## config.mk

```make
export PLATFORM = sky130hd
export DESIGN_NAME = ffre_addr_gen
export DESIGN_NICKNAME = d
export VERILOG_FILES = /design/src/rtl/ffre_pkg.sv /design/src/rtl/ffre_addr_gen.sv
export SDC_FILE = /design/constraint.sdc
export NUM_CORES = 1
export LEC_CHECK = 0
export BUFFER_PORTS_ARGS = -buffer_cell sky130_fd_sc_hd__buf_2
export CAP_MARGIN = 20
export CORE_MARGIN = 4
export CORE_UTILIZATION = 35
export CTS_CLUSTER_DIAMETER = 200
export CTS_CLUSTER_SIZE = 40
export DETAILED_ROUTE_END_ITERATION = 7
export GPL_TIMING_DRIVEN = 0
export SYNTH_ARGS = -nofsm -noshare
export SYNTH_HDL_FRONTEND = slang
export SYNTH_SLANG_ARGS = --single-unit
export TNS_END_PERCENT = 30
```

## constraint.sdc

```tcl
create_clock -name clk_i -period 8.2 [get_ports clk_i]
set_input_delay 0.41 -clock clk_i [delete_from_list [all_inputs] [get_ports clk_i]]
set_output_delay 0.41 -clock clk_i [all_outputs]
set_load 0.1 [all_outputs]
```

## src/rtl/ffre_pkg.sv

```systemverilog
// ----------------------------------------------------------------------------
// ffre_pkg
// Shared types, register codes and defaults for the frame flip/rotate engine.
// ----------------------------------------------------------------------------
package ffre_pkg;

  localparam int DEF_MAX_WIDTH  = 64;
  localparam int DEF_MAX_HEIGHT = 64;

  localparam int CFG_ADDR_W = 4;
  localparam int CFG_DATA_W = 32;

  localparam logic [1:0] REG_FRAME_WIDTH    = 2'd0;
  localparam logic [1:0] REG_FRAME_HEIGHT   = 2'd1;
  localparam logic [1:0] REG_TRANSFORM_MODE = 2'd2;

  typedef struct packed {
    logic [7:0] pixel_in;
  } pix_in_t;

  typedef struct packed {
    logic [7:0] pixel_out;
    logic       out_valid;
    logic       end_of_frame;
  } pix_out_t;

  typedef struct packed {
    logic [6:0] frame_width;
    logic [6:0] frame_height;
    logic       transform_mode;
    logic       restart;
  } cfg_t;

  typedef struct packed {
    logic seen;
    logic eof;
  } rd_meta_t;

endpackage

```

## src/rtl/ffre_addr_gen.sv

```systemverilog
// ----------------------------------------------------------------------------
// ffre_addr_gen
// Raster write counters and transformed read counters; forms store addresses.
// ----------------------------------------------------------------------------
module ffre_addr_gen import ffre_pkg::*; #(
  parameter int MAX_WIDTH  = DEF_MAX_WIDTH,
  parameter int MAX_HEIGHT = DEF_MAX_HEIGHT,
  localparam int BANK      = MAX_WIDTH * MAX_HEIGHT,
  localparam int AW        = $clog2(2 * BANK)
) (
  input  logic          clk_i,
  input  logic          rst_ni,
  input  cfg_t          cfg_i,
  input  logic          step_i,
  output logic [AW-1:0] rd_addr_o,
  output logic [AW-1:0] wr_addr_o,
  output rd_meta_t      meta_o
);

  localparam int MAX_DIM = (MAX_WIDTH > MAX_HEIGHT) ? MAX_WIDTH : MAX_HEIGHT;
  localparam int DW      = (MAX_DIM > 1) ? $clog2(MAX_DIM) : 1;
  localparam int EW      = DW + 2;

  logic [DW-1:0] wr_row_q, wr_col_q, rd_row_q, rd_col_q;
  logic          bank_q, seen_q;
  logic [EW-1:0] w, h, out_w, out_h;
  logic [DW-1:0] src_row, src_col;
  logic          last_read;

  always_comb begin
    if (cfg_i.frame_width == 7'd0) begin
      w = EW'(1);
    end else if ({25'd0, cfg_i.frame_width} > 32'(MAX_WIDTH)) begin
      w = EW'(MAX_WIDTH);
    end else begin
      w = EW'(cfg_i.frame_width);
    end
    if (cfg_i.frame_height == 7'd0) begin
      h = EW'(1);
    end else if ({25'd0, cfg_i.frame_height} > 32'(MAX_HEIGHT)) begin
      h = EW'(MAX_HEIGHT);
    end else begin
      h = EW'(cfg_i.frame_height);
    end
  end

  assign out_w = cfg_i.transform_mode ? h : w;
  assign out_h = cfg_i.transform_mode ? w : h;

  assign last_read = (EW'(rd_row_q) == out_h - EW'(1)) && (EW'(rd_col_q) == out_w - EW'(1));

  always_comb begin
    if (cfg_i.transform_mode) begin
      src_row = DW'(h - EW'(1) - EW'(rd_col_q));
      src_col = rd_row_q;
    end else begin
      src_row = rd_row_q;
      src_col = DW'(w - EW'(1) - EW'(rd_col_q));
    end
  end

  assign rd_addr_o = (bank_q ? AW'(0) : AW'(BANK))
                   + AW'(src_row) * AW'(MAX_WIDTH) + AW'(src_col);
  assign wr_addr_o = (bank_q ? AW'(BANK) : AW'(0))
                   + AW'(wr_row_q) * AW'(MAX_WIDTH) + AW'(wr_col_q);

  assign meta_o = '{seen: seen_q, eof: seen_q && last_read};

  always_ff @(posedge clk_i or negedge rst_ni) begin
    if (!rst_ni) begin
      wr_row_q <= '0;
      wr_col_q <= '0;
      rd_row_q <= '0;
      rd_col_q <= '0;
      bank_q   <= 1'b0;
      seen_q   <= 1'b0;
    end else if (cfg_i.restart) begin
      wr_row_q <= '0;
      wr_col_q <= '0;
      rd_row_q <= '0;
      rd_col_q <= '0;
    end else if (step_i) begin
      if (EW'(rd_col_q) + EW'(1) >= out_w) begin
        rd_col_q <= '0;
        rd_row_q <= (EW'(rd_row_q) + EW'(1) >= out_h) ? '0 : rd_row_q + DW'(1);
      end else begin
        rd_col_q <= rd_col_q + DW'(1);
      end
      if (EW'(wr_col_q) + EW'(1) >= w) begin
        wr_col_q <= '0;
        if (EW'(wr_row_q) + EW'(1) >= h) begin
          wr_row_q <= '0;
          bank_q   <= ~bank_q;
          seen_q   <= 1'b1;
        end else begin
          wr_row_q <= wr_row_q + DW'(1);
        end
      end else begin
        wr_col_q <= wr_col_q + DW'(1);
      end
    end
  end

endmodule

```

## After elaboration in Yosys (flattened, before gate mapping)

Cells that the tools add are included.

| cells by class | value |
|---|---|
| multiplexer cells | 24 |
| $lt $le $gt $ge | 6 |
| eq/ne operators | 2 |
| reduce and logical (&&, ||, !) cells | 10 |
| add/subtract/negate cells | 18 |
| bitwise operators | 2 |

Operator list:

| operator | number |
|---|---|
| $mux 6 | 16 |
| $add 6x1->7 const B | 4 |
| $mux 7 | 4 |
| $add 13x12->13 | 2 |
| $add 13x6->13 | 2 |
| $mux 13 | 2 |
| $add 6x1->6 const B | 4 |
| $eq 6x8->1 | 2 |
| $ge 7x8->1 | 2 |
| $mux 8 | 2 |
| $sub 8x1->8 const B | 2 |
| $ge 7x7->1 | 2 |
| $gt 7x7->1 const B | 2 |
| $logic_not 7->1 | 2 |
| $sub 6x1->6 const B | 2 |
| $sub 6x6->6 | 2 |
| $reduce_bool 2->1 | 3 |
| $reduce_and 2->1 | 2 |
| $reduce_and 4->1 | 1 |
| $logic_and 1x1->1 | 2 |
| $not 1->1 | 2 |

| storage, ports and cells | value |
|---|---|
| logic and storage cells | 68 |
| register bits | 26 |
| input bits | 19 |

## Longest topological paths before layout

| depth | value |
|---|---|
| depth in word-level cells | 9 |
| depth in mapped cells | 13 |
| mapped depth without buffers | 13 |

## Worst setup path before layout

Ideal clock, no wire load.

| path | value |
|---|---|
| path kind | input -> output |
| from | input port cfg_i[9] in the netlist's numbering |
| to | output port rd_addr_o[4] |
| arrival time | 3.746 ns |
| path slack | 4.044 ns |
| path buffers | 0 |
| cell stages on the path | 9 |
| required time | 7.790 ns |
| cell sequence | nor2b_1 -> a21o_1 -> ha_1 -> fa_1 -> a21oi_1 -> nor2_1 -> nor2_1 -> xor2_1 -> o21ai_0 |

| on the way | value |
|---|---|
| word-level cells in the longest chain between the ends | 7 |

RTL lines:

| item | RTL line | RTL |
|---|---|---|
| start: declaration | ffre_addr_gen.sv:13 | `input cfg_t cfg_i,` |
| $gt 7x7->1 | ffre_addr_gen.sv:33 | `end else if ({25'd0, cfg_i.frame_width} > 32'(MAX_WIDTH)) begin` |
| $mux 7 | ffre_addr_gen.sv:33 |  |
| $mux 7 * | ffre_addr_gen.sv:31 | `if (cfg_i.frame_width == 7'd0) begin` |
| $sub 6x1->6 * | ffre_addr_gen.sv:58 | `src_col = DW'(w - EW'(1) - EW'(rd_col_q));` |
| $sub 6x6->6 * | ffre_addr_gen.sv:58 |  |
| $mux 6 * | ffre_addr_gen.sv:53 | `if (cfg_i.transform_mode) begin` |
| $add 13x6->13 * | ffre_addr_gen.sv:63 | `+ AW'(src_row) * AW'(MAX_WIDTH) + AW'(src_col);` |
| end: declaration | ffre_addr_gen.sv:15 | `output logic [AW-1:0] rd_addr_o,` |

Mark *: on every way between the ends. The rest lies on a longest branch, timed or not.

==> reports/qor.csv <==
stage,metric,value,unit
placed_design,dpl hpwl,6910,µm
flow_run,maxcap violations,0,
timing,fmax,267,MHz
critical_path,CP cell instances,buf_2 -> nor4_4 -> a211oi_1 -> or2_2 -> ha_1 -> xor2_1 -> xnor2_1 -> or4_1 -> a221oi_2 -> o2111a_1 -> buf_2,
critical_path,Worst path most repeated cell,buf_2,
timing,measured slew at the worst slew-check pin,0.839,ns
drt,vias post-DR,2831,
run_status,status,finished clean,
cts,Root Driver,clkbuf_8,
yosys,Post-synth ARST share,100,%
critical_path,WS Path Type,in -> out,
critical_path,worst r2r dst,wr_row_q[3],
critical_path,required time worst endpoint,7.79,ns
timing,post-route setup TNS,0,ns
floorplanning,Die Width,104,µm
timing,"Slew Viols, Final",0,
drt,ANT nets after route,0,
yosys,post-synthesis cell type count,60,
pwr,Switching Share,51.8,%
global_routing,met2 Use GR,25.6,%
drt,DRC violations left,0,
pwr,Reg power frac,24.4,%
global_routing,Overflow after GRT,0,
global_routing,M1 GR Usage,22.1,%
cts,later-pin clock latency in the skew report,0.29,ns
pwr,Pint,0.000310,W
timing,Final Hold Viols,0,
yosys,Main synth FF type,dfrtp_1,
critical_path,"Max stage delay cell, worst path",or4_1,
cells_and_area,diode count,0,
critical_path,"delay-heaviest family, CP",simple AND/OR/NAND/NOR gates,
global_routing,vias in the first global route,2820,
timing,Tcrit/Tclk final,45.7,%
yosys,sequential fraction of the synthesis area,20.2,%
global_routing,GRT Overall Usage,15.8,%
yosys,"EDFF count, synth",0,
critical_path,CP Capture Type,primary output,
yosys,post-synthesis cell area,3220,µm²
timing,Worst Skew,0.00928,ns
pwr,VDD IR max,0.000203,V
critical_path,highest cell delay on the worst timing path,0.50,ns
cts,number of post-CTS setup repair buffers,0,
pwr,Clk pwr share,17.5,%
critical_path,crit path launch type,input pin,
timing,Tmin final,3.74,ns
pwr,Net Switching,0.000333,W
cts,# hold bufs at CTS,0,
yosys,Yosys reg bits,26,
yosys,synth warn,0,
timing,unrepaired setup endpoints after global routing,false,
floorplanning,I/O pin count,47,
pwr,Combinational Power Share,58.0,%
pwr,total power,0.000643,W
critical_path,CP max FO,7,
global_routing,met3 Resource Use GR,1.99,%
cells_and_area,synthesis-to-layout area growth,13.4,%
floorplanning,Initial Util,36.3,%
drt,routed wire length,8360,µm
global_routing,largest net degree at the start of global routing,27,
floorplanning,# rows,34,
cells_and_area,fraction of layout cells with a size suffix above 1,20.5,%
global_routing,GRT busiest layer,met2,
critical_path,Bufs and invs on worst path,2,
cts,CTS resizes,0,
yosys,syn avg cell area,8.46,µm²
floorplanning,core area,8850,µm²
cts,CTS tree,done,
critical_path,worst reg-to-reg setup slack,4.98,ns
drt,Pre-Repair DR Iteration Count,4,
cts,H-tree level count,1,
drt,routed vias/inst,5.27,
yosys,Cells after Synth,380,
placed_design,Placer Congestion,0.817,
cells_and_area,Nets,494,
critical_path,WP data arrival,3.33,ns
critical_path,r2r startpoint,wr_col_q[0],
cts,clock sink count,26,
floorplanning,full die area,10800,µm²
global_routing,initial antenna violation count,0,
cells_and_area,Fill cells,910,
yosys,Synth Net Count,444,
pwr,Cell Pwr Density,176,nW/µm²
pwr,Static Leak,1.78,nW
min_path,Hold Crit Class,in -> async,
placed_design,port bufs,45,
critical_path,Crit. Startpoint,cfg_i[8],
global_routing,first-pass GRT wire length,14100,µm
critical_path,worst reg2reg path depth,10,
drt,initial drt markers,116,
timing,relative slew slack,44.0,%
drt,Routed WL per cell,15.6,µm
cts,Worst-path clk slew,0.11,ns
timing,final setup vio count,0,
cts,cts bufs inserted,3,
cts,Bufs on Longest Clock Path,2,
floorplanning,Die Height,104,µm
-- state kept, by name, indices dropped and copies added (netlist names) --
register and count:
bank_q 1, rd_col_q 6, rd_row_q 6, seen_q 1, wr_col_q 6, wr_row_q 6
-- worst max-delay path by stage --
stage                               to  slack, ns  cells past startpoint
after floorplan           rd_addr_o[4]       4.04                      9
after global placement       meta_o[0]       4.50                     11
after detailed placement     meta_o[0]       4.51                     11
after global routing         meta_o[0]       4.30                     11
final                        meta_o[0]       4.46                     11
after CTS                    meta_o[0]       4.49                     11
-- cell usage after synthesis (11+ instances only) --
master    number  area (µm²)
ha_1          43         538
nand3_1       22         110
mux2_2        13         146
xnor2_1       28         245
o21ai_0       13        65.1
a21oi_1       27         135
a21o_1        11        82.6
clkbuf_1      12        45.0
dfrtp_1       26         651
nand2_1       31         116
nor2_1        17        63.8
nand2b_1      12        75.1
inv_1         20        75.1
-- power groups by stage --
| stage | clock network [W] | registers (W) | logic, W |
|---|---|---|---|
| 3_5_place_dp | 0 | 0.000160 | 0.000373 |
| 4_1_cts | 0.000116 | 0.000157 | 0.000375 |
| 3_3_place_gp | 0 | 0.000160 | 0.000367 |
| 6_report | 0.000113 | 0.000157 | 0.000373 |
| 5_1_grt | 0.000121 | 0.000159 | 0.000404 |
| 2_1_floorplan | 0 | 0.000184 | 0.000276 |
-- routing by layer --
| metal | share of wire [%] | routed length (µm) |
|---|---|---|
| met1 | 48 | 4050 |
| met4 | 1.8 | 153 |
| met5 | 0 | 0 |
| met2 | 46 | 3840 |
| met3 | 3.9 | 330 |
-- layout by cell type (no fill, tap or decap), types with 3 or more instances in the layout --
master	count
clkbuf_8	3
nand3_1	22
and3_1	7
xnor2_1	28
or4b_1	3
nand2b_1	12
clkbuf_1	12
ha_1	43
o21ai_0	13
inv_1	20
nor2b_1	7
a21oi_1	27
o21bai_1	3
o22ai_1	3
xor2_1	9
a21o_1	11
nor2_1	17
dfrtp_1	26
o2bb2ai_1	5
mux2i_1	8
nand2_1	31
inv_2	7
mux2_2	13
buf_2	46
nor3_1	5
-- cell families after synthesis --
kind of cell / after synthesis / synth area share [%]
AO/OA/AOI/OAI: 83 / 17.0
adder cells (fa/ha/maj): 45 / 18.0
XOR/XNOR: 37 / 10.1
buffers and inverters: 45 / 5.84
flip-flops: 26 / 20.2
multiplexers: 23 / 8.44
AND/OR/NAND/NOR: 121 / 20.4
-- through the flow --
stage          utilization [%]  setup slack [ns]  area (µm²)  cells  hold WS (ns)
2_1_floorplan                -              4.04        3220    380         0.114
3_5_place_dp              40.4              4.51        3580    533         0.465
6_report                  41.2              4.46        3650    537         0.119
5_1_grt                   41.2              4.30        3650    537         0.169
3_3_place_gp              40.4              4.50        3580    533         0.462
4_1_cts                   41.2              4.49        3650    537         0.143
-- cell type report --
type / instances / area [µm²] / area share (%)
well taps: 108 / 135 / 3.70
clock buffers: 3 / 41.3 / 1.13
clock inverters: 1 / 30.0 / 0.823
multi-input cells: 309 / 2380 / 65.2
inverters: 29 / 111 / 3.05
flip-flops and latches: 26 / 651 / 17.8
repair buffers: 45 / 225 / 6.17
plain buffers: 16 / 76.3 / 2.09
Power figures use the tool's default switching activity.
