## config.mk

```make
export PLATFORM = sky130hd
export DESIGN_NAME = ffre_out_buf_flat
export DESIGN_NICKNAME = d
export VERILOG_FILES = /design/src/rtl/ffre_pkg.sv /design/src/rtl/ffre_stream_if.sv /design/src/rtl/ffre_out_buf.sv /design/src/flat_wrapper.sv
export SDC_FILE = /design/constraint.sdc
export NUM_CORES = 1
export LEC_CHECK = 0
export ABC_AREA = 1
export BUFFER_PORTS_ARGS = -buffer_cell sky130_fd_sc_hd__clkbuf_2
export CORE_UTILIZATION = 45
export CTS_CLUSTER_DIAMETER = 150
export DETAILED_ROUTE_END_ITERATION = 7
export HOLD_SLACK_MARGIN = 0.02
export PLACE_DENSITY = 0.72
export SYNTH_ARGS = -nofsm -noshare
export SYNTH_HDL_FRONTEND = slang
export SYNTH_SLANG_ARGS = --single-unit
```

## constraint.sdc

```tcl
create_clock -name clk_i -period 1.95 [get_ports clk_i]
set_clock_uncertainty 0.2 [all_clocks]
set_input_delay 0.585 -clock clk_i [delete_from_list [all_inputs] [get_ports clk_i]]
set_output_delay 0.585 -clock clk_i [all_outputs]
set_load 0.005 [all_outputs]
```

## src/rtl/ffre_pkg.sv

```systemverilog
// ----------------------------------------------------------------------------
// ffre_pkg
// Shared types, register codes and defaults for the frame flip/rotate engine.
// ----------------------------------------------------------------------------
package ffre_pkg;

  localparam int DEF_MAX_WIDTH  = 64;
  localparam int DEF_MAX_HEIGHT = 64;

  localparam int CFG_ADDR_W = 4;
  localparam int CFG_DATA_W = 32;

  localparam logic [1:0] REG_FRAME_WIDTH    = 2'd0;
  localparam logic [1:0] REG_FRAME_HEIGHT   = 2'd1;
  localparam logic [1:0] REG_TRANSFORM_MODE = 2'd2;

  typedef struct packed {
    logic [7:0] pixel_in;
  } pix_in_t;

  typedef struct packed {
    logic [7:0] pixel_out;
    logic       out_valid;
    logic       end_of_frame;
  } pix_out_t;

  typedef struct packed {
    logic [6:0] frame_width;
    logic [6:0] frame_height;
    logic       transform_mode;
    logic       restart;
  } cfg_t;

  typedef struct packed {
    logic seen;
    logic eof;
  } rd_meta_t;

endpackage

```

## src/rtl/ffre_stream_if.sv

```systemverilog
// ----------------------------------------------------------------------------
// ffre_stream_if
// Valid/ready stream channel; a transfer occurs when valid and ready are high.
// ----------------------------------------------------------------------------
interface ffre_stream_if #(
  parameter type payload_t = logic [7:0]
);

  logic     valid;
  logic     ready;
  payload_t data;

  modport source (output valid, output data, input ready);
  modport sink   (input valid, input data, output ready);

endinterface

```

## src/rtl/ffre_out_buf.sv

```systemverilog
// ----------------------------------------------------------------------------
// ffre_out_buf
// Read-stage tracking and two-entry result queue decoupling the output.
// ----------------------------------------------------------------------------
module ffre_out_buf import ffre_pkg::*; (
  input  logic               clk_i,
  input  logic               rst_ni,
  input  logic               issue_i,
  input  rd_meta_t           meta_i,
  input  logic [7:0]         rd_data_i,
  output logic               can_take_o,
  ffre_stream_if.source      out_chan
);

  logic     s1_valid_q;
  rd_meta_t s1_meta_q;
  pix_out_t entry;
  pix_out_t buf_q [2];
  logic     wr_ptr_q, rd_ptr_q;
  logic [1:0] cnt_q, occ;
  logic     push, pop;

  assign entry = '{pixel_out:    s1_meta_q.seen ? rd_data_i : 8'd0,
                   out_valid:    s1_meta_q.seen,
                   end_of_frame: s1_meta_q.eof};

  assign push = s1_valid_q;
  assign pop  = (cnt_q != 2'd0) && out_chan.ready;
  assign occ  = {1'b0, s1_valid_q} + cnt_q;
  assign can_take_o = (occ - {1'b0, pop}) <= 2'd1;

  assign out_chan.valid = cnt_q != 2'd0;
  assign out_chan.data  = buf_q[rd_ptr_q];

  always_ff @(posedge clk_i or negedge rst_ni) begin
    if (!rst_ni) begin
      s1_valid_q <= 1'b0;
      wr_ptr_q   <= 1'b0;
      rd_ptr_q   <= 1'b0;
      cnt_q      <= 2'd0;
    end else begin
      s1_valid_q <= issue_i;
      if (push) begin
        wr_ptr_q <= ~wr_ptr_q;
      end
      if (pop) begin
        rd_ptr_q <= ~rd_ptr_q;
      end
      cnt_q <= cnt_q + {1'b0, push} - {1'b0, pop};
    end
  end

  always_ff @(posedge clk_i) begin
    if (issue_i) begin
      s1_meta_q <= meta_i;
    end
    if (push) begin
      buf_q[wr_ptr_q] <= entry;
    end
  end

endmodule
```

## src/flat_wrapper.sv

```systemverilog
// flat-port wrapper written by rule: the top's interface ports become plain ports
module ffre_out_buf_flat import ffre_pkg::*;
  (clk_i, rst_ni, issue_i, meta_i, rd_data_i, can_take_o, out_chan_valid, out_chan_data, out_chan_ready);
  ffre_stream_if out_chan_i ();
  input  logic clk_i;
  input  logic rst_ni;
  input  logic issue_i;
  input  rd_meta_t meta_i;
  input  logic [7:0] rd_data_i;
  output logic can_take_o;
  output wire logic [$bits(out_chan_i.valid)-1:0] out_chan_valid;
  output wire logic [$bits(out_chan_i.data)-1:0] out_chan_data;
  input wire logic [$bits(out_chan_i.ready)-1:0] out_chan_ready;
  assign out_chan_valid = out_chan_i.valid;
  assign out_chan_data = out_chan_i.data;
  assign out_chan_i.ready = out_chan_ready;
  ffre_out_buf u_core (.clk_i(clk_i), .rst_ni(rst_ni), .issue_i(issue_i), .meta_i(meta_i), .rd_data_i(rd_data_i), .can_take_o(can_take_o), .out_chan(out_chan_i));
endmodule
```

Word level (Yosys, flattened, before mapping)
Memory sizes are Yosys's and may differ from the RTL's. Cells that the tools add are included.

Input bits: 14. Memories kept: 1. Bits in writable memories: 20. Flip-flop bits (word level): 7.

Memories: u_core.buf_q (words 2, bits a word 10, read ports 1, clocked after memory_dff 0, wr ports 1, line ffre_out_buf.sv:18) `pix_out_t buf_q [2];`.

Order comparisons: 1. Muxes and demuxes: 3. $add $sub $neg: 2. Reductions and logical operators: 2. Bitwise logic cells: 2.

Operators by type and width (number): 2-to-1 mux 8 bit (1); adder 1 x 2 -> 2 bit (1); less-or-equal comparator 2 x 1 -> 1 bit (second input constant) (1); 2-to-1 mux 1 bit (2); inverter 1 bit (2); nonzero test 2 bit (1); subtractor 2 x 1 -> 2 bit (1); logical AND 1 bit (1).

Logic depth before layout (Yosys ltp)
Gate-level depths: netlist (run 1).

Depth after elaboration: 4. Gate-level depth with buffers: 10. Depth with buffers taken out: 10.

Worst setup path before layout (run 1)
No wires, ideal clock.

Path type: input to output. Start point: in out_chan_ready. End point: out can_take_o. Path buffers: 0. Stages on the path: 8. Arrival time: 1.317 ns. Path slack: -0.152 ns. Data required time: 1.165 ns. Cell sequence: nand2_2 > inv_1 > ha_1 > inv_1 > ha_1 > inv_1 > nand2_1 > nand2_1.

Word-level cells in the longest chain between the ends: 3.

RTL lines: from (decl) (line flat_wrapper.sv:13) `input wire logic [$bits(out_chan_i.ready)-1:0] out_chan_ready;`; logical AND 1 bit (line ffre_out_buf.sv:28) `assign pop = (cnt_q != 2'd0) && out_chan.ready;`; named net u_core.pop (line ffre_out_buf.sv:21) `logic push, pop;`; subtractor 2 x 1 -> 2 bit (line ffre_out_buf.sv:30) `assign can_take_o = (occ - {1'b0, pop}) <= 2'd1;`; less-or-equal comparator 2 x 1 -> 1 bit (line ffre_out_buf.sv:30); to (decl) (line flat_wrapper.sv:10) `output logic can_take_o;`.

The timed path passes the listed nets, and every way through them passes these cells.

Final worst setup path (run 1)
Start point: reg u_core.cnt_q[0]. End point: out can_take_o.

Word-level cells in the longest chain between the ends: 4.

RTL lines: from (decl) (line ffre_out_buf.sv:20) `logic [1:0] cnt_q, occ;`; from (signal assigned) (line ffre_out_buf.sv:49) `cnt_q <= cnt_q + {1'b0, push} - {1'b0, pop};`; nonzero test 2 bit (line ffre_out_buf.sv:28); logical AND 1 bit (line ffre_out_buf.sv:28); named net u_core.pop (line ffre_out_buf.sv:21); subtractor 2 x 1 -> 2 bit (line ffre_out_buf.sv:30); less-or-equal comparator 2 x 1 -> 1 bit (line ffre_out_buf.sv:30).

The timed path passes the listed nets, and every way through them passes these cells.

==> impl_metrics.json, run 1 <==
{
  "leakage_nw": 0.656,
  "dpl_cell_area_mm2": 0.00118,
  "setup_viol_count_final": 2,
  "portBuffers": 21,
  "synthTopCellsByArea": "edfxtp_1 56%, nand2_1 15%, dfrtp_1 13%, inv_1 4.7%, ha_1 2.6%",
  "ff2ff_path_depth": 12,
  "drc": 0,
  "htree_levels": 1,
  "max_slew_margin": 0.790,
  "critical_path.max_stage_delay_ns": 0.40,
  "gp_congestion": 0.703,
  "layout_common_cells": "29 x nand2_1, 19 x clkbuf_2, 18 x edfxtp_1",
  "synth_cells": 88,
  "coreArea_mm2": 0.00198,
  "final_hold_viol_count": 0,
  "crit_buf_inv": 5,
  "area_growth_pct": 36.9,
  "num_antenna_cells": 0,
  "cp.required_ns": 1.16,
  "yosysTopAreaCell": "edfxtp_1",
  "pin_count": 24,
  "clock-sinks": 23,
  "crit_arrival_ns": 1.64,
  "worst_pin_slew_ns": 0.315,
  "whs_endpoint": "u_core.push$_DFF_PN0_",
  "first_pass_iters": 4,
  "clk_latency_ns": 0.29,
  "crit_path_end_kind": "primary output",
  "rsz0062_at_grt": "true",
  "die_w_um": 48.3,
  "layout.cells.most_common": "nand2_1",
  "fp-row-count": 16,
  "r2r_start": "u_core.cnt_q[0]$_DFF_PN0_",
  "fin_crit_ns": 2.43,
  "ys_ff_latch": 23,
  "wl_um": 1600,
  "worstSetupPathDepth": 11,
  "clk_path_buf_depth": 2,
  "grt_pass1_wl_um": 2720,
  "reg2reg_slack_ns": 0.19,
  "cts_buffers": 3,
  "grt_max_degree": 14,
  "synth_cell_type_count": 14,
  "vdd_ir_drop_max_mv": 0.772,
  "antenna_found_initial": 0,
  "cpMaxStageDelayCell": "dfrtp_1",
  "cts_tree": "built",
  "violations": "setup timing",
  "antenna_left": 0,
  "crit_fanout": 3,
  "cts-root-buf": "clkbuf_4",
  "hp-start": "issue_i",
  "start_util": 0.487,
  "die_y_um": 48.3,
  "syn_nets": 104,
  "outcome": "finished, violations left",
  "route.vias.total": 670,
  "grt_overflow": 0,
  "fmax_mhz": 412,
  "drt-initial-drc-count": 11,
  "synth_top_area_frac": 0.560,
  "min_path_type": "input pin to register",
  "nNetsFinal": 142,
  "period_share": 1.24,
  "die_area_mm2": 0.00234,
  "synth_warnings": 0,
  "syn_area_um2": 966,
  "cpMostUsedCell": "inv_2",
  "holdWs_ns": 0.236,
  "hpwl_um": 1150,
  "cap_viol_max_count": 0,
  "clkTransAtPathRegs_ns": 0.12,
  "start_kind": "register",
  "drive_above_1_share": 0.488,
  "grt_pass1_vias": 650,
  "r2r-end": "u_core.cnt_q[1]$_DFF_PN0_",
  "synth_area_per_cell_um2": 11.0,
  "cellPowerDensity_mw_per_mm2": 1350,
  "design_area_mm2": 0.00132,
  "grt.total_usage": 0.154,
  "viasPerCell": 4.41,
  "worst_slack_ns": -0.476,
  "power_mw": 1.79,
  "crit_chain": "inv_2 -> nand2_4 -> nand2_8 -> inv_4 -> ha_4 -> inv_2 -> ha_4 -> inv_2 -> nand2_2 -> nand2_2 -> clkbuf_2",
  "path_delay_family": "flip-flops",
  "maxSlewViolCount": 0,
  "detail_route.wl_per_cell_um": 10.5,
  "synth-seq-area-share": 0.689,
  "hold_path_depth": 1,
  "critPathKind": "register to primary output"
}
[kinds of logic after synthesis]
| family | share of synthesized area |
|---|---|
| simple gates | 0.201 |
| flops | 0.689 |
| buf+inv | 0.0751 |
| fa+ha+maj | 0.0259 |
| xor+xnor | 0.00907 |
[synthesized netlist by cell type]
cell and n:
buf_6 1, dfrtp_1 5, edfxtp_1 18, ha_1 2
inv_1 12, inv_2 2, inv_6 1, nand2_1 39
nand2_2 2, nand2_4 1, nand3_1 2, nand3_2 1
nor2_1 1, xor2_1 1
[worst max-delay path by stage]
stage | startpoint | to | slack [ns]
2_1_floorplan | out_chan_ready | can_take_o | -0.08
3_3_place_gp | out_chan_ready | can_take_o | -0.36
3_5_place_dp | out_chan_ready | can_take_o | -0.38
4_1_cts | u_core.cnt_q[0]$_DFF_PN0_ | can_take_o | -0.50
5_1_grt | u_core.cnt_q[0]$_DFF_PN0_ | can_take_o | -0.58
6_report | u_core.cnt_q[0]$_DFF_PN0_ | can_take_o | -0.48
[state kept, by name (all words and copies together), names as in the netlist]
signal           cells
u_core.cnt_q         2
u_core.buf_q        16
u_core.wr_ptr_q      1
u_core.entry         2
u_core.push          1
u_core.rd_ptr_q      1
[through the flow]
stage | instances | setup slack, ns | utilization | TNS [ns]
global route | 152 | -0.580 | 0.667 | -0.957
floorplan | 88 | -0.0767 | - | -0.0767
CTS | 150 | -0.497 | 0.633 | -0.499
detailed placement | 140 | -0.377 | 0.594 | -0.377
finish | 152 | -0.476 | 0.667 | -0.481
global placement | 140 | -0.357 | 0.594 | -0.357
[power by group]
part / internal, mW / leakage, nW / switching (mW) / total (mW)
logic: 0.408 / 0.408 / 0.451 / 0.858
registers: 0.663 / 0.230 / 0.0603 / 0.723
clock network: 0.0761 / 0.0177 / 0.128 / 0.204
total: 1.15 / 0.656 / 0.639 / 1.79
[per-layer routing]
metal	track usage	routed length (µm)
met1	0.171	655
met5	0	0
met2	0.308	889
met3	0.0314	56
met4	0.0147	0
[repair_timing]
action | in CTS | in global routing
endpoints found under the hold margin | 5 | 0
setup endpoints to repair | 9 | 9
hold buffers | 1 | 0
setup buffers | 4 | 2
pin swaps | 3 | 6
resized for setup | 4 | 21
gates cloned | 1 | 0
[final cells by class]
| class | instances | area (µm²) |
|---|---|---|
| multi-input combinational | 49 | 307 |
| fill | 157 | 659 |
| tap | 27 | 33.8 |
| timing repair inverter | 1 | 11.3 |
| sequential | 23 | 667 |
| clock inverter | 1 | 5.00 |
| inverter | 15 | 71.3 |
| timing repair buffer | 33 | 205 |
| clock buffer | 3 | 22.5 |
Power figures use the tool's default switching activity.
==> run 2, diff against run 1 <==
- CORE_UTILIZATION: 45 -> 50
- PLACE_DENSITY: 0.72 -> 0.76
- clock period: 1.95 -> 2.4 ns (I/O delays scaled with it)
==> run 2 against run 1 <==
Effect of this change: the flow still finishes with violations (setup timing); non-clock buffer count shrank 2; combinational power shrank 34%; hold slack gained 0.032 ns; via count shrank 0.30%; flip-flop and latch count is the same; largest cell class unchanged.
==> impl_metrics.json, run 2 (synthesis results as in run 1) <==
{
  "antenna_found_initial": 0,
  "met3_length_um": 44,
  "grt_pass1_vias": 571,
  "wl_met1_um": 716,
  "cpMostUsedCell": "inv_2",
  "pin_count": 24,
  "wl_um": 1590,
  "final_cells": 147,
  "worst_slack_ns": -0.171,
  "viasPerCell": 4.54,
  "fin_util": 0.698,
  "worst_pin_slew_ns": 0.702,
  "coreArea_mm2": 0.00176,
  "violations": "setup timing",
  "crit_chain": "inv_2 -> nand2_4 -> nand2_4 -> inv_2 -> ha_4 -> inv_2 -> ha_4 -> inv_2 -> nand2_1 -> nand2_1 -> clkbuf_2",
  "num_antenna_cells": 0,
  "met2_length_um": 804,
  "crit_arrival_ns": 1.65,
  "layout_common_cells": "39 x nand2_1, 21 x clkbuf_2, 18 x edfxtp_1",
  "detail_route.wl_per_cell_um": 10.8,
  "area_growth_pct": 27.5,
  "cp.required_ns": 1.48,
  "critical_path.max_stage_delay_ns": 0.41,
  "cellPowerDensity_mw_per_mm2": 1080,
  "top_layer_used": "met4",
  "largest-register": "u_core.buf_q",
  "route.vias.total": 668,
  "ff2ff_path_depth": 12,
  "crit_fanout": 3,
  "start_util": 0.548,
  "clk_path_buf_depth": 2,
  "gp_congestion": 0.770,
  "die_w_um": 46.0,
  "clkTransAtPathRegs_ns": 0.12,
  "hold_path_depth": 0,
  "setup_viol_count_final": 1,
  "leakage_nw": 0.627,
  "clk_latency_ns": 0.30,
  "drt-initial-drc-count": 15,
  "clock-sinks": 23,
  "nNetsFinal": 139,
  "grt_overflow": 0,
  "pre_cts_ws_ns": -0.235,
  "antenna_left": 0,
  "grt_pass1_wl_um": 2310,
  "grt.total_usage": 0.163,
  "drc": 0,
  "cap_viol_max_count": 0,
  "cts_buffers": 3,
  "cts_tree": "built",
  "critPathKind": "register to primary output",
  "hpwl_um": 1050,
  "grt_max_degree": 14,
  "htree_levels": 1,
  "first_pass_iters": 4,
  "drive_above_1_share": 0.385,
  "placedCellCount": 135,
  "maxSlewViolCount": 0,
  "outcome": "finished, violations left",
  "final_hold_viol_count": 0,
  "cts-root-buf": "clkbuf_4",
  "die_y_um": 46.0,
  "crit_path_end_kind": "primary output",
  "vdd_ir_drop_max_mv": 0.739,
  "power_mw": 1.34,
  "die_area_mm2": 0.00211,
  "cpMaxStageDelayCell": "dfrtp_1",
  "fin_crit_ns": 2.57,
  "fmax_mhz": 389,
  "rsz0062_at_grt": "true",
  "portBuffers": 21,
  "fp-row-count": 15,
  "period_share": 1.07,
  "min_path_type": "register to register",
  "largest_reg_flops": 16,
  "max_slew_margin": 0.530,
  "layout.cells.most_common": "nand2_1",
  "start_kind": "register"
}
[run 2: final cells by class]
type	instances	area, µm²
inverter	15	61.3
fill	138	533
timing repair buffer	31	183
clock inverter	1	5.00
tap	25	31.3
clock buffer	3	22.5
sequential	23	666
multi-input combinational	49	263
[run 2: repair_timing]
item                                   CTS  global route
setup buffers                            4             3
endpoints found under the hold margin    5             0
resized for setup                        7             1
hold buffers                             1             0
cloned                                   0             0
setup endpoints to repair                1             1
pin swaps                                4             1
[run 2: where the power goes]
part | internal (mW) | total (mW) | switching (mW) | leakage (nW)
clock network | 0.0622 | 0.171 | 0.109 | 0.0177
registers | 0.536 | 0.601 | 0.0652 | 0.231
logic | 0.269 | 0.562 | 0.293 | 0.378
[run 2: worst paths after layout]
check	from	to	slack, ns
worst max-delay path	u_core.cnt_q[1]$_DFF_PN0_	can_take_o	-0.17
worst min-delay path	u_core.entry[0]$_DFFE_PP_	u_core.buf_q[0][0]$_DFFE_PP_	0.27
worst max register to register	u_core.cnt_q[1]$_DFF_PN0_	u_core.cnt_q[1]$_DFF_PN0_	0.65
worst min register to register	u_core.entry[0]$_DFFE_PP_	u_core.buf_q[0][0]$_DFFE_PP_	0.27
max in group asynchronous	rst_ni	u_core.rd_ptr_q$_DFFE_PN0P_	1.32
min in group asynchronous	rst_ni	u_core.cnt_q[1]$_DFF_PN0_	0.55
[run 2: per-stage QoR]
step	hold WS [ns]	cell area (µm²)	setup TNS (ns)
final	0.269	1230	-0.171
after global routing	0.290	1230	-0.226
after CTS	0.260	1200	-0.162
after detailed placement	0.236	1110	-0.235
after global placement	0.229	1110	-0.202
after floorplan	0.221	966	0
[run 2: layer usage]
layer | vias up | GRT usage
li1 | 342 | -
met1 | 307 | 0.186
met2 | 15 | 0.287
met3 | 4 | 0.0238
met4 | 0 | 0.0882
met5 | - | 0
[run 2: critical path, delay by kind of cell, from the launching register on]
kind | cells | cell delay (ns)
adder cells (fa/ha/maj) | 2 | 0.42
buffers and inverters | 5 | 0.31
flip-flops | 1 | 0.41
AND/OR/NAND/NOR | 4 | 0.20
