[src/rtl/ffre_pkg.sv]
// ----------------------------------------------------------------------------
// ffre_pkg
// Shared types, register codes and defaults for the frame flip/rotate engine.
// ----------------------------------------------------------------------------
package ffre_pkg;

  localparam int DEF_MAX_WIDTH  = 64;
  localparam int DEF_MAX_HEIGHT = 64;

  localparam int CFG_ADDR_W = 4;
  localparam int CFG_DATA_W = 32;

  localparam logic [1:0] REG_FRAME_WIDTH    = 2'd0;
  localparam logic [1:0] REG_FRAME_HEIGHT   = 2'd1;
  localparam logic [1:0] REG_TRANSFORM_MODE = 2'd2;

  typedef struct packed {
    logic [7:0] pixel_in;
  } pix_in_t;

  typedef struct packed {
    logic [7:0] pixel_out;
    logic       out_valid;
    logic       end_of_frame;
  } pix_out_t;

  typedef struct packed {
    logic [6:0] frame_width;
    logic [6:0] frame_height;
    logic       transform_mode;
    logic       restart;
  } cfg_t;

  typedef struct packed {
    logic seen;
    logic eof;
  } rd_meta_t;

endpackage

[src/rtl/ffre_cfg.sv]
// ----------------------------------------------------------------------------
// ffre_cfg
// APB register file: frame width, frame height and transform mode.
// ----------------------------------------------------------------------------
module ffre_cfg import ffre_pkg::*; (
  input  logic                  clk_i,
  input  logic                  rst_ni,
  input  logic                  psel,
  input  logic                  penable,
  input  logic                  pwrite,
  input  logic [CFG_ADDR_W-1:0] paddr,
  input  logic [CFG_DATA_W-1:0] pwdata,
  output logic [CFG_DATA_W-1:0] prdata,
  output logic                  pready,
  output cfg_t                  cfg_o
);

  logic [6:0] width_q, width_d;
  logic [6:0] height_q, height_d;
  logic       mode_q, mode_d;
  logic       wr_stb;
  logic       hit;
  logic [1:0] idx;

  assign pready = 1'b1;
  assign idx    = paddr[3:2];
  assign wr_stb = psel && penable && pwrite;

  always_comb begin
    width_d  = width_q;
    height_d = height_q;
    mode_d   = mode_q;
    hit      = 1'b0;
    unique case (idx)
      REG_FRAME_WIDTH: begin
        width_d = pwdata[6:0];
        hit     = 1'b1;
      end
      REG_FRAME_HEIGHT: begin
        height_d = pwdata[6:0];
        hit      = 1'b1;
      end
      REG_TRANSFORM_MODE: begin
        mode_d = pwdata[0];
        hit    = 1'b1;
      end
      default: hit = 1'b0;
    endcase
  end

  always_ff @(posedge clk_i or negedge rst_ni) begin
    if (!rst_ni) begin
      width_q  <= 7'd64;
      height_q <= 7'd64;
      mode_q   <= 1'b0;
    end else if (wr_stb) begin
      width_q  <= width_d;
      height_q <= height_d;
      mode_q   <= mode_d;
    end
  end

  always_comb begin
    unique case (idx)
      REG_FRAME_WIDTH:    prdata = {25'd0, width_q};
      REG_FRAME_HEIGHT:   prdata = {25'd0, height_q};
      REG_TRANSFORM_MODE: prdata = {31'd0, mode_q};
      default:            prdata = '0;
    endcase
  end

  assign cfg_o = '{frame_width:    width_q,
                   frame_height:   height_q,
                   transform_mode: mode_q,
                   restart:        wr_stb && hit};

endmodule

[config.mk]
export PLATFORM = sky130hd
export DESIGN_NAME = ffre_cfg
export DESIGN_NICKNAME = d
export VERILOG_FILES = /design/src/rtl/ffre_pkg.sv /design/src/rtl/ffre_cfg.sv
export SDC_FILE = /design/constraint.sdc
export NUM_CORES = 1
export LEC_CHECK = 0
export ABC_AREA = 1
export BUFFER_PORTS_ARGS = -buffer_cell sky130_fd_sc_hd__buf_2
export CAP_MARGIN = 20
export CORE_ASPECT_RATIO = 1.25
export CORE_UTILIZATION = 37
export CTS_CLUSTER_DIAMETER = 30
export CTS_CLUSTER_SIZE = 10
export DETAILED_ROUTE_END_ITERATION = 6
export GPL_ROUTABILITY_DRIVEN = 0
export HOLD_SLACK_MARGIN = 0.08
export PLACE_DENSITY = 0.8
export SETUP_SLACK_MARGIN = 0.15
export SYNTH_ARGS = -nofsm -noshare
export SYNTH_HDL_FRONTEND = slang
export SYNTH_SLANG_ARGS = --single-unit
[constraint.sdc]
create_clock -name clk_i -period 0.9 [get_ports clk_i]
set_input_delay 0.09 -clock clk_i [delete_from_list [all_inputs] [get_ports clk_i]]
set_output_delay 0.09 -clock clk_i [all_outputs]
set_load 0.1 [all_outputs]
# Word-level counts from Yosys, hierarchy flattened

Index checks and enable logic that the tools add are counted.

Logic and storage cells: 15
Input port bits: 41
Register bits after elaboration: 15
Output and inout bits: 49

Eq/ne operators: 2
Mux-type cells: 2
Reductions and logical operators: 8

Operators with widths:

| operator                                            | count |
|---|---|
| one-hot mux 7 bit (3 select lines)                  | 1 |
| AND reduction 2 bit                                 | 3 |
| logical AND 1 bit                                   | 3 |
| OR reduction 3 bit                                  | 1 |
| equality test 2 x 1 -> 1 bit, second input constant | 1 |
| equality test 2 bit, second input constant          | 1 |
| logical NOT 2 bit                                   | 1 |
| 2-to-1 mux 1 bit                                    | 1 |

# Depth between registers and ports, before layout

Gate-level depths: netlist of the first run.

Depth after elaboration: 4
Gate-level depth with buffers: 6
Mapped depth without buffers: 6

# Least setup slack after synthesis of the first run

OpenSTA, ideal clock, no wires.

Path type: flip-flop to output port
Start point: register height_q[0]
End point: output prdata[0]
Setup slack: -0.942 ns
Data arrival time: 1.752 ns
Data required time: 0.810 ns
Buffers on the path: 0
Cell stages (with the launch flop): 3
Path through: dfrtp_1 nand2_1 nand3_1

Longest elaborated chain between the ends: 1

RTL lines:

| item                               | line           | RTL |
|---|---|---|
| start, declared                    | ffre_cfg.sv:19 | `logic [6:0] height_q, height_d;` |
| start signal, assigned             | ffre_cfg.sv:58 | `height_q <= height_d;` |
| one-hot mux 7 bit (3 select lines) | ffre_cfg.sv:64 | `unique case (idx)` |
| end, declared                      | ffre_cfg.sv:13 | `output logic [CFG_DATA_W-1:0] prdata,` |

No other way between the ends.

# Worst setup path after layout of the first run

Start point: register width_q[6]
End point: output prdata[6]

Longest elaborated chain between the ends: 1

RTL lines:

| item                               | line           | RTL |
|---|---|---|
| start, declared                    | ffre_cfg.sv:18 | `logic [6:0] width_q, width_d;` |
| start signal, assigned             | ffre_cfg.sv:57 | `width_q <= width_d;` |
| one-hot mux 7 bit (3 select lines) | ffre_cfg.sv:64 |  |

No other way between the ends.

==> impl_metrics.tcl, run 1 <==
set metrics [dict create \
    cts_tree "done" \
    powerDensity_nw_per_um2 2430 \
    max_clock_freq_mhz 744 \
    syn_to_final_growth_pct 116 \
    synth_top_family_by_area "simple AND/OR/NAND/NOR gates" \
    dp_slack_ns -0.152 \
    cts.sinks 15 \
    numCtsBuffers 3 \
    synth_compound_area_share_pct 0.504 \
    ys_types 16 \
    synthSimpleGateAreaFrac_pct 38.3 \
    syn_avg_cell_area_um2 7.76 \
    post-route-period-util_pct 149 \
    p_leak_uw 0.00110 \
    synth_most_common_cell "nand2_1" \
    root_buffer "clkbuf_4" \
    syn_area_um2 993 \
    cts_buffer_depth 2 \
    synthCells 128 \
    die_w_um 48.3 \
    path_clk_slew_ns 0.11 \
    cp_max_fo 2 \
    layout_min_cycle_time_ns 1.34 \
    diodes 0 \
    violations "negative setup slack" \
    setup_viol 26 \
    synth_flop_cell "dfrtp_1" \
    hpwl_um 2420 \
    r2r_slack_ns -0.13 \
    status "finished, violations left" \
    grt_pass1_wl_um 4950 \
    startpoint_type "register" \
    antenna_found_initial 0 \
    cpPeakStageDelay_ns 0.66 \
    reg2reg_depth 5 \
    drc 0 \
    grt_usage_pct 23.7 \
    portBuffers 36 \
    grt_max_degree 16 \
    synthXorXnorAreaFrac_pct 0 \
    grt_pass1_vias 1052 \
    endpoint "prdata[6]" \
    critPathSlowestCell "dfstp_4" \
    crit_start "width_q[6]" \
    ys_seq_area_share_pct 38.0 \
    slew_viol_final 0 \
    grt_setup_unrepaired "yes" \
    ys_warn_count 0 \
    grt_overflow_total 0 \
    vias_per_cell 4.56 \
    path_cells "nand2_4, nand2_8, buf_12" \
    core_area_um2 2480 \
    synthAdderAreaFrac_pct 0 \
    initial_core_util_pct 40.1 \
    min-delay-start "pwrite" \
    fp.dieH_um 59.9 \
    r2r_end "width_q[5]" \
    hold_viol_final 0 \
    final_nets 237 \
    cap_violations 0 \
    hold_class "primary input to register" \
    fin_hold_ws_ns 0.218 \
    critPathArrivalTime_ns 1.25 \
    clock_latency_ns 0.29 \
    yosys.area.top_type_share_pct 32.7 \
    synth-edff-count 0 \
    synth-seq-cells 15 \
    ir_drop_mv 1.75 \
    layout-drive-gt1-share_pct 64.1 \
    finClkSkew_ns 0 \
    drt_iter0_drc 40 \
    rows 20 \
    layout_setup_ws_ns -0.444 \
    drtAntennaViolNets 0 \
    cp-end-kind "output port" \
    synthTopCellsByArea "dfrtp_1 33%, nand2_1 25%, buf_4 20%, dfstp_2 5.3%, nor2_8 4.0%" \
    wl_per_cell_um 15.1 \
    yosysTopAreaCell "dfrtp_1" \
    cts-htree-levels 1 \
    pin_count 90 \
    r2r_start "width_q[5]" \
    synthTopCellsByCount "67 x nand2_1, 27 x buf_4, 13 x dfrtp_1" \
    dr.pass1.iters 4 \
    worst-setup-path-type "register to output port" \
    dr_total_vias 1040 \
    async_flop_share_pct 100 \
    critPathRequiredTime_ns 0.81 \
    postRouteWirelength_um 3450 \
    die_area_um2 2900 \
    muxShareOfSynthArea_pct 0 \
]
[worst min-delay path by stage]
stage,endpoint,slack (ns),cells after the start
4_1_cts,mode_q,0.20,5
6_report,mode_q,0.22,5
3_5_place_dp,width_q[1],0.02,1
2_1_floorplan,mode_q,-0.21,0
5_1_grt,mode_q,0.21,5
3_3_place_gp,width_q[1],0.004,1
[what timing repair did]
item                       4_1_cts  5_1_grt
pin swaps                       10        9
setup buffers                    9        3
setup endpoints to repair       32       37
gates resized for setup         18       19
hold endpoints to repair        30        0
hold buffers                     8        0
[layer usage]
| layer | GRT usage [%] | vias up | wire length [um] |
|---|---|---|---|
| met3 | 5.34 | 14 | 144 |
| met4 | 17.6 | 0 | 169 |
| met1 | 22.0 | 509 | 1130 |
| met2 | 45.9 | 52 | 2010 |
| li1 | - | 465 | - |
| met5 | 0 | - | 0 |
[power breakdown]
group	internal, uW	total, uW	leakage (uW)	switching, uW
logic	1280	3670	0.000911	2380
registers	911	1120	0.000171	205
clock network	166	416	0.0000177	250
[layout make-up]
| type | count | area [um2] |
|---|---|---|
| Sequential cell | 15 | 430 |
| Clock buffer | 3 | 22.5 |
| Timing Repair Buffer | 66 | 886 |
| Fill cell | 105 | 335 |
| Inverter | 4 | 20.0 |
| Clock inverter | 1 | 5.00 |
| Multi-Input combinational cell | 106 | 737 |
| Tap cell | 33 | 41.3 |
[cells by family after synthesis]
logic type / after synthesis
and+or+nand+nor: 79
AOI/OAI and AO/OA: 1
DFF: 15
buffers and inverters: 31
other: 2
[stage by stage]
step | utilization, % | instances | total power, uW | TNS [ns] | instance area, um2
floorplan | - | 152 | 3310 | -1.16 | 1340
global placement | 72.6 | 204 | 4280 | -0.705 | 1800
detailed placement | 72.6 | 204 | 4360 | -1.15 | 1800
CTS | 83.1 | 225 | 5060 | -6.72 | 2060
global route | 86.5 | 228 | 5350 | -7.74 | 2140
finish | 86.5 | 228 | 5200 | -6.95 | 2140
[registers in the layout (all words and copies together) (netlist names)]
signal	flops
width_q	7
mode_q	1
height_q	7
[placed cells by master (no fill, tap or decap), drive strengths merged]
cell / count
dfstp: 2
buf: 58
clkbuf: 3
inv: 4
nand2: 71
clkinv: 1
dlygate4sd3: 8
dfrtp: 13
nor2: 5
conb: 26
nand3: 3
a21oi: 1
[worst max-delay path, delay by kind of cell (launching register included)]
family,cells,cell delay [ns]
DFF,1,0.66
buffers and inverters,1,0.16
and+or+nand+nor,2,0.13
Power figures use the tool's default switching activity.
==> run 2: changes to the inputs <==
--- a/config.mk
+++ b/config.mk
@@ -20,3 +20,4 @@
 export SYNTH_ARGS = -nofsm -noshare
 export SYNTH_HDL_FRONTEND = slang
 export SYNTH_SLANG_ARGS = --single-unit
+export TNS_END_PERCENT = 1
==> impl_metrics.tcl, run 2 (synthesis gave the netlist of run 1 again) <==
set metrics [dict create \
    diodes 0 \
    grt_setup_unrepaired "yes" \
    cts_tree "done" \
    drtAntennaViolNets 0 \
    cap_violations 0 \
    dr.pass1.iters 4 \
    ir_drop_mv 1.71 \
    seqCellArea_um2 430 \
    die_area_um2 2900 \
    fin_hold_ws_ns 0.210 \
    r2r_start "width_q[3]" \
    antenna_found_initial 0 \
    slew_viol_final 0 \
    dr_total_vias 957 \
    p_comb_share_pct 70.7 \
    fp.dieH_um 59.9 \
    core_area_um2 2480 \
    portBuffers 36 \
    numCtsBuffers 3 \
    clock_latency_ns 0.28 \
    use_met2_pct 37.6 \
    rows 20 \
    dp_slack_ns -0.108 \
    drc 0 \
    cts_buffer_depth 2 \
    post-route-period-util_pct 147 \
    die_w_um 48.3 \
    min-delay-start "psel" \
    powerDensity_nw_per_um2 2520 \
    p_seq_share_pct 21.1 \
    worst-setup-path-type "register to output port" \
    finClkSkew_ns 0 \
    postRouteWirelength_um 2580 \
    met3_usage_pct 2.04 \
    syn_to_final_growth_pct 92.3 \
    setup_viol 22 \
    path_clk_slew_ns 0.08 \
    crit_start "width_q[6]" \
    hpwl_um 1920 \
    multi_input_area_um2 576 \
    vias_per_cell 4.23 \
    grt_use_met1_pct 21.0 \
    cts-htree-levels 1 \
    grt_pass1_wl_um 4180 \
    clkPwrFrac_pct 8.1 \
    cpPeakStageDelay_ns 0.64 \
    root_buffer "clkbuf_4" \
    path_cells "nand2_4, nand2_8, buf_12" \
    hold_class "primary input to register" \
    cp_max_fo 3 \
    critPathSlowestCell "dfstp_4" \
    grt_overflow_total 0 \
    cts.sinks 15 \
    largestRegisters "height_q: 7 flops, width_q: 7 flops, mode_q: 1 flops" \
    power_switching_uw 2610 \
    netSwitchingFraction_pct 54.3 \
    final_nets 235 \
    wl_per_cell_um 11.4 \
    layout-drive-gt1-share_pct 49.2 \
    hold_viol_final 0 \
    cp-end-kind "output port" \
    busiest_layer "met2" \
    num-fill-cells 178 \
    layout_commonest_cell "nand2_1" \
    grt_usage_pct 19.7 \
    power_uw 4810 \
    status "finished, violations left" \
    critPathArrivalTime_ns 1.23 \
    layout_setup_ws_ns -0.422 \
    grt_pass1_vias 936 \
    violations "negative setup slack" \
    p_leak_uw 0.000980 \
    most-common-layout-cells "59 x nand2_1, 26 x conb_1, 23 x buf_12, 13 x buf_6, 12 x dfrtp_4" \
    layout_min_cycle_time_ns 1.32 \
    max_clock_freq_mhz 757 \
    power.internal_uw 2200 \
    drt_iter0_drc 18 \
    startpoint_type "register" \
    pin_count 90 \
    critPathRequiredTime_ns 0.81 \
    initial_core_util_pct 40.1 \
    post_cts_buffers 0 \
    finalCoreUtilization_pct 77.1 \
    grt_max_degree 16 \
]
[run 2: changes by cell type in the layout (fill, tap and decap cells not counted)]
cell / change
buf_4: +5
clkinv_2: -1
nand2_4: -5
clkbuf_4: +1
buf_6: -1
nand2_2: -17
nand2_8: -5
buf_2: -3
nand2_1: +27
buf_16: -1
clkbuf_1: +1
buf_12: -3
[run 2: critical path: cells and delay by family, from the launching register on]
kind / cells / cell delay, ns
AND/OR/NAND/NOR: 2 / 0.14
flip-flops: 1 / 0.64
buffers and inverters: 1 / 0.16
[run 2: worst paths after layout]
kind	to	slack, ns	cells past startpoint
setup reg to reg	width_q[3]	0.08	3
hold / removal	height_q[6]	0.21	5
max in group asynchronous	width_q[6]	0.35	2
setup / recovery	prdata[6]	-0.42	3
min in group asynchronous	width_q[2]	0.24	2
hold reg to reg	height_q[6]	0.59	2
[run 2: layout make-up]
cell class,count,area share [%]
Timing Repair Buffer,64,42.8
Tap cell,33,2.16
Inverter,4,1.05
Sequential cell,15,22.5
Multi-Input combinational cell,106,30.1
Clock buffer,4,1.38
[run 2: layer usage]
layer | vias up | part of all wire (%)
li1 | 465 | -
met1 | 446 | 39
met2 | 41 | 55
met3 | 5 | 4.7
met4 | 0 | 1.6
met5 | - | 0
[run 2: power groups by stage]
stage          registers [uW]  logic, uW  clock network (uW)
2_1_floorplan            2000       1210                   0
3_3_place_gp              996       3270                   0
3_5_place_dp             1010       3300                   0
4_1_cts                  1020       3420                 406
5_1_grt                  1030       3490                 429
6_report                 1020       3400                 391
[run 2: per-stage QoR]
stage | area (um2) | setup TNS [ns] | instances
global route | 1910 | -6.80 | 226
CTS | 1900 | -6.39 | 226
finish | 1910 | -6.20 | 226
detailed placement | 1740 | -1.20 | 214
global placement | 1740 | -0.939 | 214
floorplan | 1220 | -1.87 | 152
[run 2: timing repair]
| action | 4_1_cts | 5_1_grt |
|---|---|---|
| pin swaps | 13 | 14 |
| endpoints found under the setup margin | 37 | 38 |
| endpoints found under the hold margin | 30 | 0 |
| hold buffers | 8 | 0 |
| gates resized for setup | 16 | 3 |
==> run 3: changes to the inputs <==
--- a/config.mk
+++ b/config.mk
@@ -8,8 +8,10 @@
 export ABC_AREA = 1
 export BUFFER_PORTS_ARGS = -buffer_cell sky130_fd_sc_hd__buf_2
 export CAP_MARGIN = 20
+export CELL_PAD_IN_SITES_DETAIL_PLACEMENT = 1
+export CELL_PAD_IN_SITES_GLOBAL_PLACEMENT = 1
 export CORE_ASPECT_RATIO = 1.25
-export CORE_UTILIZATION = 37
+export CORE_UTILIZATION = 24
 export CTS_CLUSTER_DIAMETER = 30
 export CTS_CLUSTER_SIZE = 10
 export DETAILED_ROUTE_END_ITERATION = 6
==> impl_metrics.tcl, run 3 (synthesis gave the netlist of run 1 again) <==
set metrics [dict create \
    grt_usage_pct 15.2 \
    path_clk_slew_ns 0.07 \
    syn_to_final_growth_pct 100 \
    num-fill-cells 469 \
    violations "negative setup slack" \
    die_area_um2 4400 \
    met3_usage_pct 2.09 \
    grt_use_met1_pct 17.6 \
    vias_per_cell 3.85 \
    grt_pass1_vias 984 \
    cts_tree "done" \
    core_area_um2 3880 \
    powerDensity_nw_per_um2 2530 \
    status "finished, violations left" \
    critPathSlowestCell "dfstp_4" \
    seqCellArea_um2 430 \
    numCtsBuffers 3 \
    cap_violations 0 \
    whs_path_depth 3 \
    pin_count 90 \
    postRouteWirelength_um 3030 \
    fin_setup_tns_ns -5.18 \
    cp-end-kind "output port" \
    cpPeakStageDelay_ns 0.65 \
    layout-drive-gt1-share_pct 50.3 \
    critPathRequiredTime_ns 0.81 \
    rows 25 \
    slew_viol_final 0 \
    hpwl_um 2090 \
    startpoint_type "register" \
    hold_viol_final 0 \
    initial_core_util_pct 25.6 \
    drtAntennaViolNets 0 \
    drc 0 \
    layout_min_cycle_time_ns 1.28 \
    grt_setup_unrepaired "yes" \
    clock_latency_ns 0.25 \
    die_w_um 59.5 \
    final_nets 233 \
    path_cells "nand2_4, nand2_8, buf_12" \
    setup_viol 22 \
    r2r_start "width_q[1]" \
    portBuffers 36 \
    drt_iter0_drc 9 \
    final_area_um2 1990 \
    antenna_found_initial 0 \
    r2r_slack_ns 0.05 \
    most-common-layout-cells "57 x nand2_1, 26 x conb_1, 24 x buf_12, 18 x buf_6, 12 x dfrtp_4" \
    root_buffer "clkbuf_8" \
    fp.dieH_um 73.9 \
    place_inst 234 \
    grt_max_degree 16 \
    multi_input_area_um2 581 \
    instances_no_fill 245 \
    busiest_layer "met2" \
    min-delay-start "pwdata[0]" \
    hold_class "primary input to register" \
    grt_overflow_total 0 \
    dr_total_vias 944 \
    power_uw 5030 \
    layout_setup_ws_ns -0.384 \
    finalCoreUtilization_pct 51.3 \
    cts_buffer_depth 2 \
    grt_pass1_wl_um 4910 \
    largestRegisters "height_q: 7 flops, width_q: 7 flops, mode_q: 1 flops" \
    max_clock_freq_mhz 779 \
    cts-htree-levels 1 \
    layout_commonest_cell "nand2_1" \
    hold_end "width_q[0]" \
    post-route-period-util_pct 143 \
    finClkSkew_ns 0 \
    cp_max_fo 3 \
    worst-setup-path-type "register to output port" \
    ir_drop_mv 1.23 \
    wl_per_cell_um 12.3 \
    place_area_um2 1770 \
    post_cts_buffers 0 \
    r2r_end "width_q[1]" \
    diodes 0 \
    critPathArrivalTime_ns 1.19 \
    dr.pass1.iters 4 \
    p_leak_uw 0.000995 \
    cts.sinks 15 \
    use_met2_pct 28.2 \
    reg2reg_depth 3 \
]
-- run 3: how the worst max path moves through the flow --
stage	from	endpoint	slack (ns)	cells past startpoint
floorplan	height_q[6]	prdata[6]	-0.25	2
global placement	height_q[6]	prdata[6]	-0.1	3
finish	width_q[6]	prdata[6]	-0.38	3
detailed placement	width_q[6]	prdata[6]	-0.11	3
global route	width_q[6]	prdata[6]	-0.40	3
CTS	width_q[6]	prdata[6]	-0.39	3
-- run 3: stage by stage --
stage / hold WS, ns / worst slack (ns)
2_1_floorplan: -0.206 / -0.252
3_3_place_gp: 0.00889 / -0.0972
3_5_place_dp: 0.0192 / -0.106
4_1_cts: 0.0896 / -0.388
5_1_grt: 0.119 / -0.404
6_report: 0.0944 / -0.384
-- run 3: worst max-delay path, delay by kind of cell (launching register included) --
family | cells | cell delay (ns)
AND/OR/NAND/NOR | 2 | 0.13
buffers and inverters | 1 | 0.16
flip-flops | 1 | 0.65
-- run 3: area by class of cell --
type,instances,area share (%)
Timing Repair Buffer,62,42.5
Multi-Input combinational cell,106,29.2
Sequential cell,15,21.6
Tap cell,54,3.40
Clock buffer,4,2.26
Inverter,4,1.01
-- run 3: report_power, final --
group	leakage [uW]	switching (uW)	internal (uW)
Sequential	0.000171	118	910
Clock	0.0000228	251	314
Combinational	0.000802	2300	1140
-- run 3: timing repair --
item / CTS / global route
setup endpoints to repair: 37 / 38
pin swaps: 10 / 9
gates resized for setup: 24 / 6
hold buffers: 7 / 0
cloned: 0 / 0
hold endpoints to repair: 27 / 0
-- run 3: routing by layer --
metal / up-vias / routed length (um) / part of all wire [%]
li1: 456 / - / -
met1: 446 / 1120 / 37
met2: 38 / 1710 / 57
met3: 4 / 140 / 4.6
met4: 0 / 49 / 1.6
met5: - / 0 / 0
